==> config.mk <==
export PLATFORM = sky130hd
export DESIGN_NAME = button_debounce_short_long_press_unit
export DESIGN_NICKNAME = d
export VERILOG_FILES = /design/src/sv/bdsl_pkg.sv /design/src/sv/bdsl_lane.sv /design/src/sv/bdsl_merge.sv /design/src/sv/button_debounce_short_long_press_unit.sv
export SDC_FILE = /design/constraint.sdc
export NUM_CORES = 1
export LEC_CHECK = 0
export ABC_CLOCK_PERIOD_IN_PS = 11300
export BUFFER_PORTS_ARGS = -buffer_cell sky130_fd_sc_hd__buf_2
export CAP_MARGIN = 5
export CORE_MARGIN = 5
export CORE_UTILIZATION = 43
export DETAILED_ROUTE_END_ITERATION = 10
export GPL_ROUTABILITY_DRIVEN = 0
export GPL_TIMING_DRIVEN = 1
export PLACE_DENSITY = 0.65
export SLEW_MARGIN = 5
export SYNTH_ARGS = -nofsm -noshare
export SYNTH_HDL_FRONTEND = slang
export SYNTH_HIERARCHICAL = 1
export SYNTH_SLANG_ARGS = --single-unit
==> constraint.sdc <==
create_clock -name clk -period 11.3 [get_ports clk]
set_input_delay 0.565 -clock clk [delete_from_list [all_inputs] [get_ports clk]]
set_output_delay 0.565 -clock clk [all_outputs]
set_load 0.02 [all_outputs]
==> src/sv/bdsl_pkg.sv <==
// shared types and constants for the button debounce and press detection block
package bdsl_pkg;

  localparam int NUM_BUTTONS = 3;
  localparam int TIME_BITS   = 32;
  localparam int BTN_W       = 2;
  localparam int MS_W        = 16;
  localparam int ADDR_W      = 4;
  localparam int DATA_W      = 32;

  // raw pin level that means pressed
  localparam logic LOW = 1'b0;

  typedef logic [TIME_BITS-1:0] time_t;

  typedef enum logic [1:0] {
    EV_NONE   = 2'd0,
    EV_SIMPLE = 2'd1,
    EV_LONG   = 2'd2
  } ev_kind_t;

  typedef enum logic [1:0] {
    REG_FILTER_MS     = 2'd0,
    REG_LONG_MS       = 2'd1,
    REG_SIMPLE_ENABLE = 2'd2,
    REG_LONG_ENABLE   = 2'd3
  } reg_idx_t;

  typedef struct packed {
    logic       fired_long;
    logic       fired_simple;
  } fired_t;

  typedef struct packed {
    logic       last_level;
    time_t      change_time;
    fired_t     fired;
  } lane_state_t;

  typedef struct packed {
    logic       raised;
    ev_kind_t   kind;
  } lane_ev_t;

endpackage

==> src/sv/bdsl_lane.sv <==
// one button lane: settle check, simple and long press detection, state update
module bdsl_lane (
  input  logic                     lvl,
  input  bdsl_pkg::time_t          tick,
  input  logic [bdsl_pkg::MS_W-1:0] filter_ms,
  input  logic [bdsl_pkg::MS_W-1:0] long_ms,
  input  logic                     has_simple,
  input  logic                     has_long,
  input  bdsl_pkg::lane_state_t    cur,
  output bdsl_pkg::lane_state_t    nxt,
  output bdsl_pkg::lane_ev_t       ev
);

  bdsl_pkg::time_t   elapsed;
  logic              settled;
  logic              long_due;
  logic              was_pressed;
  logic              fire_simple;
  logic              fire_long;
  bdsl_pkg::fired_t  fired_nxt;

  assign elapsed     = tick - cur.change_time;
  assign settled     = elapsed >= bdsl_pkg::time_t'(filter_ms);
  assign long_due    = elapsed >= bdsl_pkg::time_t'(long_ms);
  assign was_pressed = cur.last_level == bdsl_pkg::LOW;

  // with a long action the simple event waits for the release
  assign fire_simple = settled && was_pressed && !cur.fired.fired_simple &&
                       (lvl != bdsl_pkg::LOW || !has_long);
  assign fire_long   = settled && was_pressed && !cur.fired.fired_long && long_due;

  always_comb begin
    fired_nxt = cur.fired;
    if (settled && !was_pressed) begin
      fired_nxt = '0;
    end
    if (fire_simple) begin
      fired_nxt.fired_simple = 1'b1;
    end
    if (fire_long) begin
      fired_nxt.fired_simple = 1'b1;
      fired_nxt.fired_long   = 1'b1;
    end
  end

  always_comb begin
    nxt.last_level  = lvl;
    nxt.change_time = (cur.last_level != lvl) ? tick : cur.change_time;
    nxt.fired       = fired_nxt;
  end

  always_comb begin
    ev.raised = fire_simple || fire_long;
    if (fire_long) begin
      ev.kind = has_long ? bdsl_pkg::EV_LONG : bdsl_pkg::EV_NONE;
    end else begin
      ev.kind = has_simple ? bdsl_pkg::EV_SIMPLE : bdsl_pkg::EV_NONE;
    end
  end

endmodule

==> src/sv/bdsl_merge.sv <==
// merges lane events: the highest lane that raised one wins, even a silent one
module bdsl_merge (
  input  bdsl_pkg::lane_ev_t             ev [bdsl_pkg::NUM_BUTTONS],
  output bdsl_pkg::ev_kind_t             event_kind,
  output logic [bdsl_pkg::BTN_W-1:0]     event_button
);

  always_comb begin
    event_kind   = bdsl_pkg::EV_NONE;
    event_button = '0;
    for (int i = 0; i < bdsl_pkg::NUM_BUTTONS; i++) begin
      if (ev[i].raised) begin
        event_kind   = ev[i].kind;
        event_button = (ev[i].kind != bdsl_pkg::EV_NONE) ?
                       bdsl_pkg::BTN_W'(i) : '0;
      end
    end
  end

endmodule

==> src/sv/button_debounce_short_long_press_unit.sv <==
// top level: debounce with simple and long press detection for three buttons
//
// Each input beat is one millisecond tick carrying the raw active-low pin
// levels of three buttons (in_pin_levels, valid/ready). Every tick gives
// exactly one result beat: the event raised (none, simple, long) and its
// button, the raw pressed mask, and the ticks since the mask last changed,
// shown on out_idle_ticks when nothing is pressed, else on out_held_ticks.
// Three lanes, one per button, evaluate a tick side by side and a merge
// stage keeps the last event raised; the whole step is combinational.
// A result beat comes in the cycle after its tick; throughput is one beat
// per cycle while the receiver keeps up. The result sits in an output
// register: a new tick is taken in the same cycle the held result is
// taken, so a stalled receiver stalls the input only while its result waits.
// Reset (rst_n low, synchronous) clears the tick counter and times, marks
// all buttons released, clears the fired flags and loads the register
// defaults: filter 50, long 2000, no actions enabled.
// Registers sit on the APB port at byte offsets 0, 4, 8 and 12 and are to be
// written only while no tick is in flight; the block does not enforce this.
module button_debounce_short_long_press_unit (
  input  logic                               clk,
  input  logic                               rst_n,
  input  logic                               in_valid,
  output logic                               in_ready,
  input  logic [bdsl_pkg::NUM_BUTTONS-1:0]   in_pin_levels,
  output logic                               out_valid,
  input  logic                               out_ready,
  output logic [1:0]                         out_event_kind,
  output logic [bdsl_pkg::BTN_W-1:0]         out_event_button,
  output logic [bdsl_pkg::NUM_BUTTONS-1:0]   out_pressed_mask,
  output logic [bdsl_pkg::TIME_BITS-1:0]     out_idle_ticks,
  output logic [bdsl_pkg::TIME_BITS-1:0]     out_held_ticks,
  input  logic                               psel,
  input  logic                               penable,
  input  logic                               pwrite,
  input  logic [bdsl_pkg::ADDR_W-1:0]        paddr,
  input  logic [bdsl_pkg::DATA_W-1:0]        pwdata,
  output logic [bdsl_pkg::DATA_W-1:0]        prdata,
  output logic                               pready
);

  localparam int NB = bdsl_pkg::NUM_BUTTONS;

  // configuration
  logic [bdsl_pkg::MS_W-1:0] filter_ms_r;
  logic [bdsl_pkg::MS_W-1:0] long_ms_r;
  logic [NB-1:0]             simple_en_r;
  logic [NB-1:0]             long_en_r;
  logic                      cfg_wr;
  bdsl_pkg::reg_idx_t        cfg_idx;

  // tick state
  bdsl_pkg::time_t           tick_r;
  bdsl_pkg::time_t           tick_nxt;
  bdsl_pkg::lane_state_t     lane_r   [NB];
  bdsl_pkg::lane_state_t     lane_nxt [NB];
  bdsl_pkg::lane_ev_t        lane_ev  [NB];
  logic [NB-1:0]             mask_r;
  logic [NB-1:0]             mask_nxt;
  bdsl_pkg::time_t           mask_time_r;
  bdsl_pkg::time_t           mask_time_nxt;
  bdsl_pkg::time_t           span;
  bdsl_pkg::ev_kind_t        ev_kind;
  logic [bdsl_pkg::BTN_W-1:0] ev_btn;

  // output register
  logic                      out_valid_r;
  logic [1:0]                ev_kind_r;
  logic [bdsl_pkg::BTN_W-1:0] ev_btn_r;
  logic [NB-1:0]             out_mask_r;
  bdsl_pkg::time_t           idle_r;
  bdsl_pkg::time_t           held_r;

  logic                      accept;

  // apb port
  assign pready  = 1'b1;
  assign cfg_wr  = psel && penable && pwrite && pready;
  assign cfg_idx = bdsl_pkg::reg_idx_t'(paddr[3:2]);

  always_comb begin
    prdata = '0;
    case (cfg_idx)
      bdsl_pkg::REG_FILTER_MS:     prdata = bdsl_pkg::DATA_W'(filter_ms_r);
      bdsl_pkg::REG_LONG_MS:       prdata = bdsl_pkg::DATA_W'(long_ms_r);
      bdsl_pkg::REG_SIMPLE_ENABLE: prdata = bdsl_pkg::DATA_W'(simple_en_r);
      bdsl_pkg::REG_LONG_ENABLE:   prdata = bdsl_pkg::DATA_W'(long_en_r);
      default:                     prdata = '0;
    endcase
  end

  always_ff @(posedge clk) begin
    if (!rst_n) begin
      filter_ms_r <= bdsl_pkg::MS_W'(50);
      long_ms_r   <= bdsl_pkg::MS_W'(2000);
      simple_en_r <= '0;
      long_en_r   <= '0;
    end else if (cfg_wr) begin
      case (cfg_idx)
        bdsl_pkg::REG_FILTER_MS:     filter_ms_r <= pwdata[bdsl_pkg::MS_W-1:0];
        bdsl_pkg::REG_LONG_MS:       long_ms_r   <= pwdata[bdsl_pkg::MS_W-1:0];
        bdsl_pkg::REG_SIMPLE_ENABLE: simple_en_r <= pwdata[NB-1:0];
        bdsl_pkg::REG_LONG_ENABLE:   long_en_r   <= pwdata[NB-1:0];
        default: ;
      endcase
    end
  end

  // handshake: the output register frees up in the cycle its beat is taken
  assign in_ready = !out_valid_r || out_ready;
  assign accept   = in_valid && in_ready;

  assign tick_nxt = tick_r + bdsl_pkg::time_t'(1);

  for (genvar g = 0; g < NB; g++) begin : g_lane
    bdsl_lane u_lane (
      .lvl        (in_pin_levels[g]),
      .tick       (tick_nxt),
      .filter_ms  (filter_ms_r),
      .long_ms    (long_ms_r),
      .has_simple (simple_en_r[g]),
      .has_long   (long_en_r[g]),
      .cur        (lane_r[g]),
      .nxt        (lane_nxt[g]),
      .ev         (lane_ev[g])
    );
  end

  bdsl_merge u_merge (
    .ev           (lane_ev),
    .event_kind   (ev_kind),
    .event_button (ev_btn)
  );

  assign mask_nxt      = ~in_pin_levels;
  assign mask_time_nxt = (mask_nxt != mask_r) ? tick_nxt : mask_time_r;
  assign span          = tick_nxt - mask_time_nxt;

  always_ff @(posedge clk) begin
    if (!rst_n) begin
      tick_r      <= '0;
      mask_r      <= '0;
      mask_time_r <= '0;
      for (int i = 0; i < NB; i++) begin
        lane_r[i].last_level  <= 1'b1;
        lane_r[i].change_time <= '0;
        lane_r[i].fired       <= '0;
      end
    end else if (accept) begin
      tick_r      <= tick_nxt;
      mask_r      <= mask_nxt;
      mask_time_r <= mask_time_nxt;
      for (int i = 0; i < NB; i++) begin
        lane_r[i] <= lane_nxt[i];
      end
    end
  end

  always_ff @(posedge clk) begin
    if (!rst_n) begin
      out_valid_r <= 1'b0;
    end else if (accept) begin
      out_valid_r <= 1'b1;
    end else if (out_ready) begin
      out_valid_r <= 1'b0;
    end
  end

  always_ff @(posedge clk) begin
    if (accept) begin
      ev_kind_r  <= ev_kind;
      ev_btn_r   <= ev_btn;
      out_mask_r <= mask_nxt;
      idle_r     <= (mask_nxt == '0) ? span : '0;
      held_r     <= (mask_nxt != '0) ? span : '0;
    end
  end

  assign out_valid        = out_valid_r;
  assign out_event_kind   = ev_kind_r;
  assign out_event_button = ev_btn_r;
  assign out_pressed_mask = out_mask_r;
  assign out_idle_ticks   = idle_r;
  assign out_held_ticks   = held_r;

endmodule
# After elaboration in Yosys (flattened, before gate mapping)
# Memories as Yosys holds them, arrays and structs flattened.
# Cells that the tools add are included.
dict set report totals {
  ff_bits 177
  ram_bits 105
  in_bits 46
  wordCells 126
  memories 1
}
dict set report op_classes {
  addsub 5
  magnitude_cmp 6
  eq_ne 7
  mux 39
  n_bitwise 7
  n_reduce_logical 48
}
# name depth width rd rd_clocked_by_memory_dff write_ports line
set memory_table {}
lappend memory_table {lane_r 3 35 3 0 3 button_debounce_short_long_press_unit.sv:54} ;# bdsl_pkg::lane_state_t lane_r [NB];
# op count
set op_table {}
lappend op_table {{32-bit by 16-bit >= comparator with 1-bit output} 6}
lappend op_table {{32-bit 2-to-1 mux} 4}
lappend op_table {{32-bit one-hot mux with 4 select lines} 1}
lappend op_table {{32-bit subtractor} 4}
lappend op_table {{35-bit 2-to-1 mux} 3}
lappend op_table {{2-bit 2-to-1 mux} 18}
lappend op_table {{32-bit by 1-bit adder with 32-bit output, second input constant} 1}
lappend op_table {{1-bit logical AND} 21}
lappend op_table {{1-bit 2-to-1 mux} 13}
lappend op_table {{1-bit logical NOT} 10}
lappend op_table {{2-bit AND reduction} 4}
lappend op_table {{1-bit logical OR} 7}
lappend op_table {{2-bit nonzero test} 3}
lappend op_table {{2-bit == test, second input constant} 2}
lappend op_table {{3-bit logical NOT} 1}
lappend op_table {{1-bit inequality test} 3}
lappend op_table {{3-bit inequality test} 1}
lappend op_table {{1-bit NOT} 3}
lappend op_table {{3-bit NOT} 1}
lappend op_table {{1-bit bitwise OR} 3}
lappend op_table {{3-bit nonzero test} 1}
lappend op_table {{2-bit by 1-bit == test with 1-bit output, second input constant} 1}
lappend op_table {{2-bit logical NOT} 1}

# Logic depth before layout (Yosys ltp)
# Gate-level depths: netlist of the first run.
dict set report logic_depth {
  depth_word 11
  mapped_depth 25
  depth_no_buf 23
}

# Hierarchy
# Netlist of the first run, hierarchy kept.
# mod n_inst cells_per_inst area_per_inst_um2 seq_area_each_um2
set modules_own_cells {}
lappend modules_own_cells {button_debounce_short_long_press_unit 1 1379 14219.9 7407.1}
lappend modules_own_cells {{bdsl_lane (g_lane[0].u_lane ...)} 2 479 3079.2 0.0}
lappend modules_own_cells {{bdsl_lane (g_lane[1].u_lane)} 1 507 3233.1 0.0}
lappend modules_own_cells {bdsl_merge 1 11 76.3 0.0}

# Worst setup path after synthesis of the first run
# No wires, ideal clock.
dict set report synth_timing {
  path_type {register to register}
  startpoint {register tick_r[0]}
  endpoint {register ev_kind_r[1] (netlist: out_event_kind[1]), data pin}
  setup_time_ns 0.140
  arrival_ns 4.988
  required_time_ns 11.160
  path_slack_ns 6.171
  path_stages_with_launch 24
  n_path_buf 1
  period_less_slack_ns 5.129
  path_cell_list {dfxtp_1 > ha_1 > nand3_4 > xnor2_1 > ha_1 > buf_6 > a21o_1 > o21a_1 > or3_4 > or2b_1 > nand3_1 > a21o_1 > a21oi_1 > xnor2_1 > ha_1 > o2111ai_1 > nor3_1 > o221ai_1 > a211o_1 > nor2_1 > nor3_1 > nor4b_1 > and2b_1 > a21oi_2}
}
# item line
set synth_rtl {}
lappend synth_rtl {{start, declared} button_debounce_short_long_press_unit.sv:52} ;# bdsl_pkg::time_t tick_r;
lappend synth_rtl {{start signal, assigned} button_debounce_short_long_press_unit.sv:149} ;# tick_r <= tick_nxt;
lappend synth_rtl {{end signal, assigned} button_debounce_short_long_press_unit.sv:170} ;# ev_kind_r <= ev_kind;
lappend synth_rtl {{end, declared} button_debounce_short_long_press_unit.sv:67} ;# logic [1:0] ev_kind_r;

==> results of run 1 <==
==> per-layer routing <==
metal	wire length [um]	GRT usage	vias up
li1	-	-	10100
met1	27600	0.257	9790
met2	29200	0.338	575
met3	3010	0.0265	144
met4	2780	0.0860	0
met5	0	0	-
==> how the worst max path moves through the flow <==
stage	start	end	slack, ps	depth (start not counted)
after global routing	tick_r[0]	out_event_kind[1]	4620	22
after global placement	tick_r[0]	out_event_kind[1]	5230	22
after detailed placement	tick_r[0]	out_event_kind[1]	5070	22
after CTS	tick_r[0]	out_event_kind[1]	5030	22
final	tick_r[0]	out_event_kind[1]	4930	22
after floorplan	tick_r[0]	out_event_kind[1]	6170	23
==> final cells by class <==
cell class / instances / area [sq um] / area share
well taps: 704 / 881 / 0.0341
clock buffers: 39 / 933 / 0.0361
clock inverters: 27 / 254 / 0.00983
inverters: 251 / 945 / 0.0366
flip-flops and latches: 282 / 7410 / 0.287
repair buffers: 136 / 731 / 0.0283
multi-input cells: 2184 / 14700 / 0.568
==> power breakdown <==
group          leakage, nW  internal [W]  switching, W
sequential            2.72       0.00119     0.0000341
combinational         8.11      0.000310      0.000536
clock                0.578      0.000693      0.000473
==> cells in the mapped netlist, types with 40 or more instances <==
master	number
xnor2_1	103
nand3_1	52
nor2_1	198
inv_1	249
clkbuf_1	97
a21o_1	54
nor3_1	45
nand4_1	58
ha_1	200
nand2_1	351
a21oi_1	186
mux2i_1	41
and2_1	148
a21boi_0	40
dfxtp_1	106
edfxtp_1	176
xor2_1	71
o21ai_0	185
==> stage by stage <==
| stage | total power (W) | hold slack, ps | instance area (sq um) | util |
|---|---|---|---|---|
| 6_report | 0.00323 | 239 | 25800 | 0.471 |
| 5_1_grt | 0.00341 | 238 | 25800 | 0.471 |
| 4_1_cts | 0.00326 | 221 | 25800 | 0.471 |
| 3_5_place_dp | 0.00208 | 498 | 24600 | 0.449 |
| 3_3_place_gp | 0.00205 | 473 | 24600 | 0.449 |
| 2_1_floorplan | 0.00187 | 454 | 23700 | - |
==> worst max-delay path, cell delays in order, from the launching register on <==
cell,delay (ps)
dfxtp_1,530
ha_1,320
nand3_4,190
xnor2_1,770
ha_1,450
a21o_1,270
o21a_1,230
or3_4,390
or2b_1,190
nand3_1,110
a21o_1,190
a21oi_1,190
xnor2_1,150
ha_1,330
o2111ai_1,130
nor3_1,220
o221ai_1,180
a211o_1,400
nor2_1,160
nor3_1,70
nor4b_1,420
and2b_1,240
a21oi_2,90
==> sequential cells by signal, summed over array words and instances, names as in the netlist <==
| name | cells |
|---|---|
| mask_r | 3 |
| tick_r | 32 |
| mask_time_r | 32 |
| out_event_button | 2 |
| out_pressed_mask | 3 |
| out_idle_ticks | 32 |
| long_ms_r | 16 |
| out_valid | 1 |
| lane_r | 105 |
| out_held_ticks | 32 |
| simple_en_r | 3 |
| filter_ms_r | 16 |
| out_event_kind | 2 |
| long_en_r | 3 |
==> kinds of logic (layout without fill, tap and decap cells) <==
logic type / after synthesis / count (layout) / share of synthesized area
AOI/OAI and AO/OA: 710 / 710 / 0.196
adders and majority gates: 210 / 210 / 0.112
DFF: 282 / 282 / 0.313
other: 2 / 17 / 0.000317
muxes: 54 / 54 / 0.0249
and+or+nand+nor: 1015 / 1015 / 0.213
xor gates and xnor gates: 178 / 178 / 0.0677
buffers and inverters: 404 / 453 / 0.0732
==> cells in the final DEF, fill, tap and decap left out, drive strengths merged, types with 39 or more instances in the layout <==
master  synthesis  final
mux2i          41     41
clkbuf         98     39
and2          149    149
xnor2         105    105
xor2           71     71
nor2          199    199
a21boi         40     40
inv           250    255
edfxtp        176    176
o21ai         194    194
dfxtp         106    106
nand3          55     55
nor3           48     48
nand2         352    352
buf            55    136
nand4          63     63
a21oi         190    190
ha            200    200
a21o           58     58
==> reports/results.txt, run 1 <==
Max Transition Viols Final = 0
pre-CTS WS = 5070 ps
Core Rows = 86
Ant. Diodes = 0
Core Box Area = 0.0549 sq mm
flop2flop setup slack = 4930 ps
top cell type's share of synthesized area = 0.223
run status = completed
period utilization = 0.564
Synth Warn # = 6
Mapped Area = 0.0237 sq mm
Setup CP Type = reg2reg
WP data required = 11,700 ps
worst hold path type = in2reg
Leakage = 11.4 nW
Die W = 245 um
startpoint types = register
Layout Cells excl Fill = 3,623
Critical R2R Capture = out_event_kind[1]
Hold EP = filter_ms_r[5]
max frequency = 0.157 GHz
Syn Area/Cell = 8.30 sq um
Worst Setup End Kind = register
min Tclk post-route = 6370 ps
Distinct cells, synth = 113
hold path cells = 3
Fin Setup TNS = 0 ps
postcts setup bufs = 0
wire per inst = 17.3 um
post-route ant nets = 0
vias in the first global route = 19,400
routed vias/inst = 5.69
Hold Startpoint = pwdata[5]
clock slew at reported path FFs = 60 ps
DR iter-0 viols = 1,478
hold_buf cts = 0
path depth of the worst reg2reg path = 22
HPWL after DPL = 47,300 um
Least-Margin Pin Slew = 1100 ps
first-pass GRT wire length = 99,300 um
Area Overhead vs Synth = 9.03%
FF+latch count, synth = 282
initial antenna violation count = 0
critical-path maximum fanout = 9
global-route usage over all layers = 0.200
CTS buffer count = 36
Post-CTS Resized = 0
TritonCTS clock tree = done
largest net degree at the start of global routing = 106
DRT Pass-1 Iters = 6
fraction of registers with async set/reset = 0
CTS Buffer Depth = 3
root buf cell = clkbuf_16
DIE AREA = 0.0599 sq mm
post-synthesis sequential area ratio = 0.313
DRT Wirelength = 62,600 um
clock latency on the worst-skew pair = 560 ps
number of H-tree levels = 2
FF-to-FF Start = tick_r[0]
VDD IR-drop max = 0.0883 mV
number of synthesized flops with an enable pin = 176
share of cells above drive strength 1 = 0.0963
# IOs = 152
final net count = 3,141
Critical Path AT = 6770 ps
RSZ-0062 raised after global routing = false
Post-Synthesis Cells = 2,855
die height = 245 um
Final Skew = 29.0 ps
Max-Cap Viols = 0
fill count = 5,215
total grt overflow = 0
leading area contributor after synthesis = edfxtp_1
Slew headroom = 0.262
DR vias = 20,600
PD cells = 125 mW/mm^2
clock sink total = 282
fin worst setup slack = 4930 ps
Top FF cell, synth = edfxtp_1
IO buf count = 116
Final Hold Fails = 0
Remaining DRCs = 0
count of final setup violators = 0
Area contributors post-synth = edfxtp_1, ha_1, dfxtp_1
Initial Util = 0.432
Inst Count DP = 3,557
No activity file was read; power rests on OpenSTA's default activity.
==> run 2: changes to the inputs <==
--- a/config.mk
+++ b/config.mk
@@ -5,7 +5,7 @@
 export SDC_FILE = /design/constraint.sdc
 export NUM_CORES = 1
 export LEC_CHECK = 0
-export ABC_CLOCK_PERIOD_IN_PS = 11300
+export ABC_CLOCK_PERIOD_IN_PS = 5400
 export BUFFER_PORTS_ARGS = -buffer_cell sky130_fd_sc_hd__buf_2
 export CAP_MARGIN = 5
 export CORE_MARGIN = 5
@@ -13,7 +13,7 @@
 export DETAILED_ROUTE_END_ITERATION = 10
 export GPL_ROUTABILITY_DRIVEN = 0
 export GPL_TIMING_DRIVEN = 1
-export PLACE_DENSITY = 0.65
+export PLACE_DENSITY = 0.67
 export SLEW_MARGIN = 5
 export SYNTH_ARGS = -nofsm -noshare
 export SYNTH_HDL_FRONTEND = slang
==> constraint.sdc (replaced) <==
create_clock -name clk -period 5.4 [get_ports clk]
set_input_delay 0.27 -clock clk [delete_from_list [all_inputs] [get_ports clk]]
set_output_delay 0.27 -clock clk [all_outputs]
set_load 0.02 [all_outputs]
==> reports/results.txt, run 2 (synthesis results as in run 1) <==
clock slew at reported path FFs = 70 ps
Critical Path AT = 5550 ps
share of cells above drive strength 1 = 0.150
min Tclk post-route = 5240 ps
TritonCTS clock tree = done
count of final setup violators = 0
Top reg by flops = lane_r
final net count = 3,269
Slew headroom = 0.261
total grt overflow = 0
most common cell after layout, fill and taps aside = nand2_1
commonest cells after routing, fill and taps aside = nand2_1, inv_1, nor2_1
CP dominant cell by count = a21oi_1
global-route usage over all layers = 0.210
clock latency on the worst-skew pair = 560 ps
Comb power frac = 0.265
Crit-path slowest cell = ha_1
number of H-tree levels = 2
RSZ-0062 raised after global routing = true
# IOs = 152
initial antenna violation count = 0
total chip power = 0.00700 W
Storage cell area = 0.00741 sq mm
portion of total power attributed to the clock network = 0.371
Internal = 0.00476 W
Fin Setup TNS = 0 ps
HPWL after DPL = 50,200 um
Leakage = 12.1 nW
post-route ant nets = 0
max reg flops = 105
Max-Cap Viols = 0
Initial Util = 0.432
Final Hold Fails = 0
largest stage delay on the critical path = 400 ps
Final Skew = 22.1 ps
Worst Hold Slack = 21.6 ps
Die W = 245 um
first-pass GRT wire length = 105,000 um
Reg power frac = 0.364
Setup CP Type = reg2reg
wire per inst = 17.6 um
critical-path maximum fanout = 7
worst hold path type = in2reg
Worst Setup End Kind = register
sw frac = 0.319
Least-Margin Pin Slew = 1110 ps
DRT Pass-1 Iters = 6
routed vias/inst = 5.66
Multi-input gate area = 0.0150 sq mm
Max Transition Viols Final = 0
root buf cell = clkbuf_16
max frequency = 0.191 GHz
largest net degree at the start of global routing = 108
Core Rows = 86
WP data required = 5700 ps
Layout Cells excl Fill = 3,751
clock sink total = 282
CTS Buffer Depth = 3
Psw = 0.00224 W
vias in the first global route = 20,300
DR iter-0 viols = 1,846
period utilization = 0.971
DR vias = 21,200
CP cell instances = buf_4, nand4_4, nor2_2, xnor2_1, inv_1, ha_1, a21oi_1, nand2b_1, o21ai_2, nand2_1, xor2_1, ha_1, a21o_1, a21oi_1, o21ai_0, a21oi_1, o31a_1, buf_4, a21oi_1, o31a_1, a211o_1, and2_1
Core Box Area = 0.0549 sq mm
startpoint types = register
run status = completed
PD cells = 257 mW/mm^2
fill count = 5,055
Area Overhead vs Synth = 14.9%
IO buf count = 116
Inst Count DP = 3,660
DIE AREA = 0.0599 sq mm
VDD IR-drop max = 0.192 mV
die height = 245 um
Remaining DRCs = 0
CTS buffer count = 36
DRT Wirelength = 65,900 um
-- run 2: changes by cell type in the layout (fill, tap and decap cells not counted), moves of 5 or more --
cell	before	now
nor3_1	44	39
inv_2	1	9
ha_1	200	189
clkinv_1	6	1
clkinv_2	8	3
xnor2_1	103	98
inv_1	249	240
a21oi_1	186	176
a21oi_2	4	14
ha_2	0	8
buf_4	20	131
dlygate4sd3_1	0	16
-- run 2: worst max-delay path: cells and delay by family, from the launching register on --
family | cells | cell delay [ps]
compound gates | 10 | 2010
simple gates | 5 | 850
fa+ha+maj | 2 | 710
buf+inv | 3 | 540
xor+xnor | 2 | 480
flops | 1 | 390
-- run 2: metal layers --
layer  vias up  part of all wire  track usage
li1      10400                 -            -
met1     10000              0.43        0.271
met2       679              0.46        0.357
met3       156             0.059       0.0269
met4         0             0.048       0.0906
met5         -                 0            0
-- run 2: final cells by class --
cell class,count,area share
diodes,1,0.0000919
repair buffers,264,0.0641
clock inverters,21,0.0108
inverters,251,0.0348
clock buffers,44,0.0357
multi-input cells,2184,0.550
flip-flops and latches,282,0.272
well taps,704,0.0324
-- run 2: timing repair --
action                                  4_1_cts  5_1_grt
setup buffers                                 0        9
pin swaps                                     0        8
hold endpoints to repair                     32        0
resized for setup                             2       73
endpoints found under the setup margin        5       18
hold buffers                                 16        0
-- run 2: stage by stage --
| stage | utilization | area (sq um) | setup WS, ps |
|---|---|---|---|
| global placement | 0.463 | 25400 | -17.7 |
| floorplan | - | 23700 | 271 |
| CTS | 0.489 | 26900 | 7.23 |
| global route | 0.496 | 27200 | -52.4 |
| finish | 0.496 | 27200 | 158 |
| detailed placement | 0.463 | 25400 | -103 |
-- run 2: path summary, 6_finish.rpt --
kind / startpoint / endpoint / slack, ps / cells after the start
worst max-delay path: tick_r[3] / lane_r[0][35] / 160 / 22
worst min-delay path: pwdata[0] / long_en_r[0] / 20 / 3
worst max register to register: tick_r[3] / lane_r[0][35] / 160 / 22
worst min register to register: mask_time_r[1] / mask_time_r[1] / 510 / 1
-- run 2: power groups by stage --
stage          Combinational, W  Sequential [W]  Clock (W)
4_1_cts                 0.00182         0.00255    0.00264
3_3_place_gp            0.00174         0.00259          0
3_5_place_dp            0.00180         0.00260          0
5_1_grt                 0.00206         0.00257    0.00272
6_report                0.00185         0.00255    0.00259
2_1_floorplan           0.00122         0.00269          0
==> run 3: changes to the inputs <==
--- a/config.mk
+++ b/config.mk
@@ -8,6 +8,7 @@
 export ABC_CLOCK_PERIOD_IN_PS = 5400
 export BUFFER_PORTS_ARGS = -buffer_cell sky130_fd_sc_hd__buf_2
 export CAP_MARGIN = 5
+export CORE_ASPECT_RATIO = 1.5
 export CORE_MARGIN = 5
 export CORE_UTILIZATION = 43
 export DETAILED_ROUTE_END_ITERATION = 10
==> reports/results.txt, run 3 (synthesis results as in run 1) <==
Core Rows = 105
Final Util = 0.497
Inst Count DP = 3,681
startpoint types = register
post-route ant nets = 0
clock latency on the worst-skew pair = 580 ps
WP data required = 5840 ps
Fin Setup TNS = 0 ps
Least-Margin Pin Slew = 986 ps
Hold EP = simple_en_r[1]
run status = completed
Max-Cap Viols = 0
hold path cells = 3
largest net degree at the start of global routing = 106
VDD IR-drop max = 0.178 mV
final instance area = 0.0272 sq mm
share of cells above drive strength 1 = 0.155
Worst Setup End Kind = register
RSZ-0062 raised after global routing = true
FF-to-FF Start = tick_r[1]
Final Hold Fails = 0
largest stage delay on the critical path = 380 ps
Crit-path slowest cell = ha_1
die height = 297 um
CTS Buffer Depth = 3
sw frac = 0.335
Psw = 0.00216 W
max frequency = 0.189 GHz
Hold Startpoint = paddr[3]
root buf cell = clkbuf_16
Reg power frac = 0.396
path depth of the worst reg2reg path = 26
CTS buffer count = 29
most common cell after layout, fill and taps aside = nand2_1
CP dominant cell by count = nor2_1
Internal = 0.00428 W
Comb power frac = 0.295
vias in the first global route = 21,400
Remaining DRCs = 0
max reg flops = 105
Layout Cells excl Fill = 3,758
number of H-tree levels = 1
Slew headroom = 0.343
Setup CP Type = reg2reg
Area Overhead vs Synth = 14.7%
DRT Wirelength = 67,800 um
Core Box Area = 0.0547 sq mm
Final Skew = 17.1 ps
final net count = 3,292
DP Area = 0.0256 sq mm
Leakage = 12.1 nW
portion of total power attributed to the clock network = 0.309
DIE AREA = 0.0600 sq mm
Critical Path AT = 5720 ps
DR iter-0 viols = 1,458
HPWL after DPL = 53,600 um
routed vias/inst = 5.69
wire per inst = 18.0 um
clock slew at reported path FFs = 70 ps
PD cells = 237 mW/mm^2
TritonCTS clock tree = done
Initial Util = 0.433
DR vias = 21,400
Top reg by flops = lane_r
DRT Pass-1 Iters = 8
first-pass GRT wire length = 107,000 um
Max Transition Viols Final = 0
Die W = 202 um
clock sink total = 282
# IOs = 152
initial antenna violation count = 0
period utilization = 0.979
commonest cells after routing, fill and taps aside = nand2_1, inv_1, ha_1
total grt overflow = 0
flop2flop setup slack = 120 ps
critical-path maximum fanout = 8
Ant. Diodes = 0
worst hold path type = in2reg
IO buf count = 116
min Tclk post-route = 5280 ps
Worst Hold Slack = 173 ps
Critical R2R Capture = out_event_kind[1]
global-route usage over all layers = 0.216
count of final setup violators = 0
run 3: changes by cell type in the layout (fill, tap and decap cells not counted), moves of 4 or more:
cell / delta
buf_4: +27
nand2_2: +4
bufinv_16: -4
clkbuf_16: -7
clkbuf_8: -4
ha_1: +5
inv_1: +4
ha_2: -4
inv_4: -4
nand2_1: -4
run 3: final cells by class:
| class | instances | area [sq um] |
|---|---|---|
| Tap cell | 695 | 870 |
| Multi-Input combinational cell | 2184 | 15000 |
| Sequential cell | 282 | 7410 |
| Inverter | 251 | 943 |
| Clock inverter | 20 | 185 |
| Clock buffer | 32 | 737 |
| Timing Repair Buffer | 294 | 1990 |
| Fill cell | 5095 | 27500 |
run 3: per-layer routing:
layer / vias up / part of all wire / track usage / wire length (um)
met5: - / 0 / 0 / 0
met4: 0 / 0.077 / 0.137 / 5240
met3: 267 / 0.046 / 0.0242 / 3150
met2: 722 / 0.50 / 0.401 / 34200
met1: 10000 / 0.37 / 0.231 / 25200
li1: 10400 / - / - / -
run 3: worst max-delay path by stage:
stage               from                end  slack, ps  cells after the start
6_report       tick_r[1]  out_event_kind[1]        120                     26
5_1_grt        tick_r[1]  out_event_kind[1]        -90                     22
4_1_cts        tick_r[1]      lane_r[0][35]         20                     22
3_5_place_dp   tick_r[1]       lane_r[0][1]       -100                     21
3_3_place_gp   tick_r[0]       lane_r[0][1]         -1                     21
2_1_floorplan  tick_r[0]  out_event_kind[1]        270                     23
run 3: what timing repair did:
item                                   CTS  global route
hold buffers                            18             0
buffers inserted                         0             7
gates resized for setup                  3            76
gates cloned                             0             0
pin swaps                                0            12
setup endpoints to repair                8            16
endpoints found under the hold margin   38             0
run 3: power groups by stage:
stage	sequential (W)	clock [W]	combinational, W
after floorplan	0.00269	0	0.00122
after global placement	0.00259	0	0.00178
after detailed placement	0.00260	0	0.00184
after CTS	0.00255	0.00204	0.00186
after global routing	0.00257	0.00211	0.00209
final	0.00255	0.00199	0.00190
run 3: through the flow:
step | setup slack, ps | total power, W
floorplan | 271 | 0.00391
global placement | -1.01 | 0.00437
detailed placement | -98.3 | 0.00443
CTS | 17.3 | 0.00645
global route | -92.1 | 0.00677
finish | 116 | 0.00644
run 3: worst max-delay path: cells and delay by family, from the launching register on:
| kind | cells | cell delay (ps) |
|---|---|---|
| AO/OA/AOI/OAI | 7 | 1200 |
| XOR/XNOR | 2 | 260 |
| adder cells (fa/ha/maj) | 3 | 920 |
| buffers and inverters | 4 | 700 |
| flip-flops | 1 | 360 |
| AND/OR/NAND/NOR | 10 | 1680 |
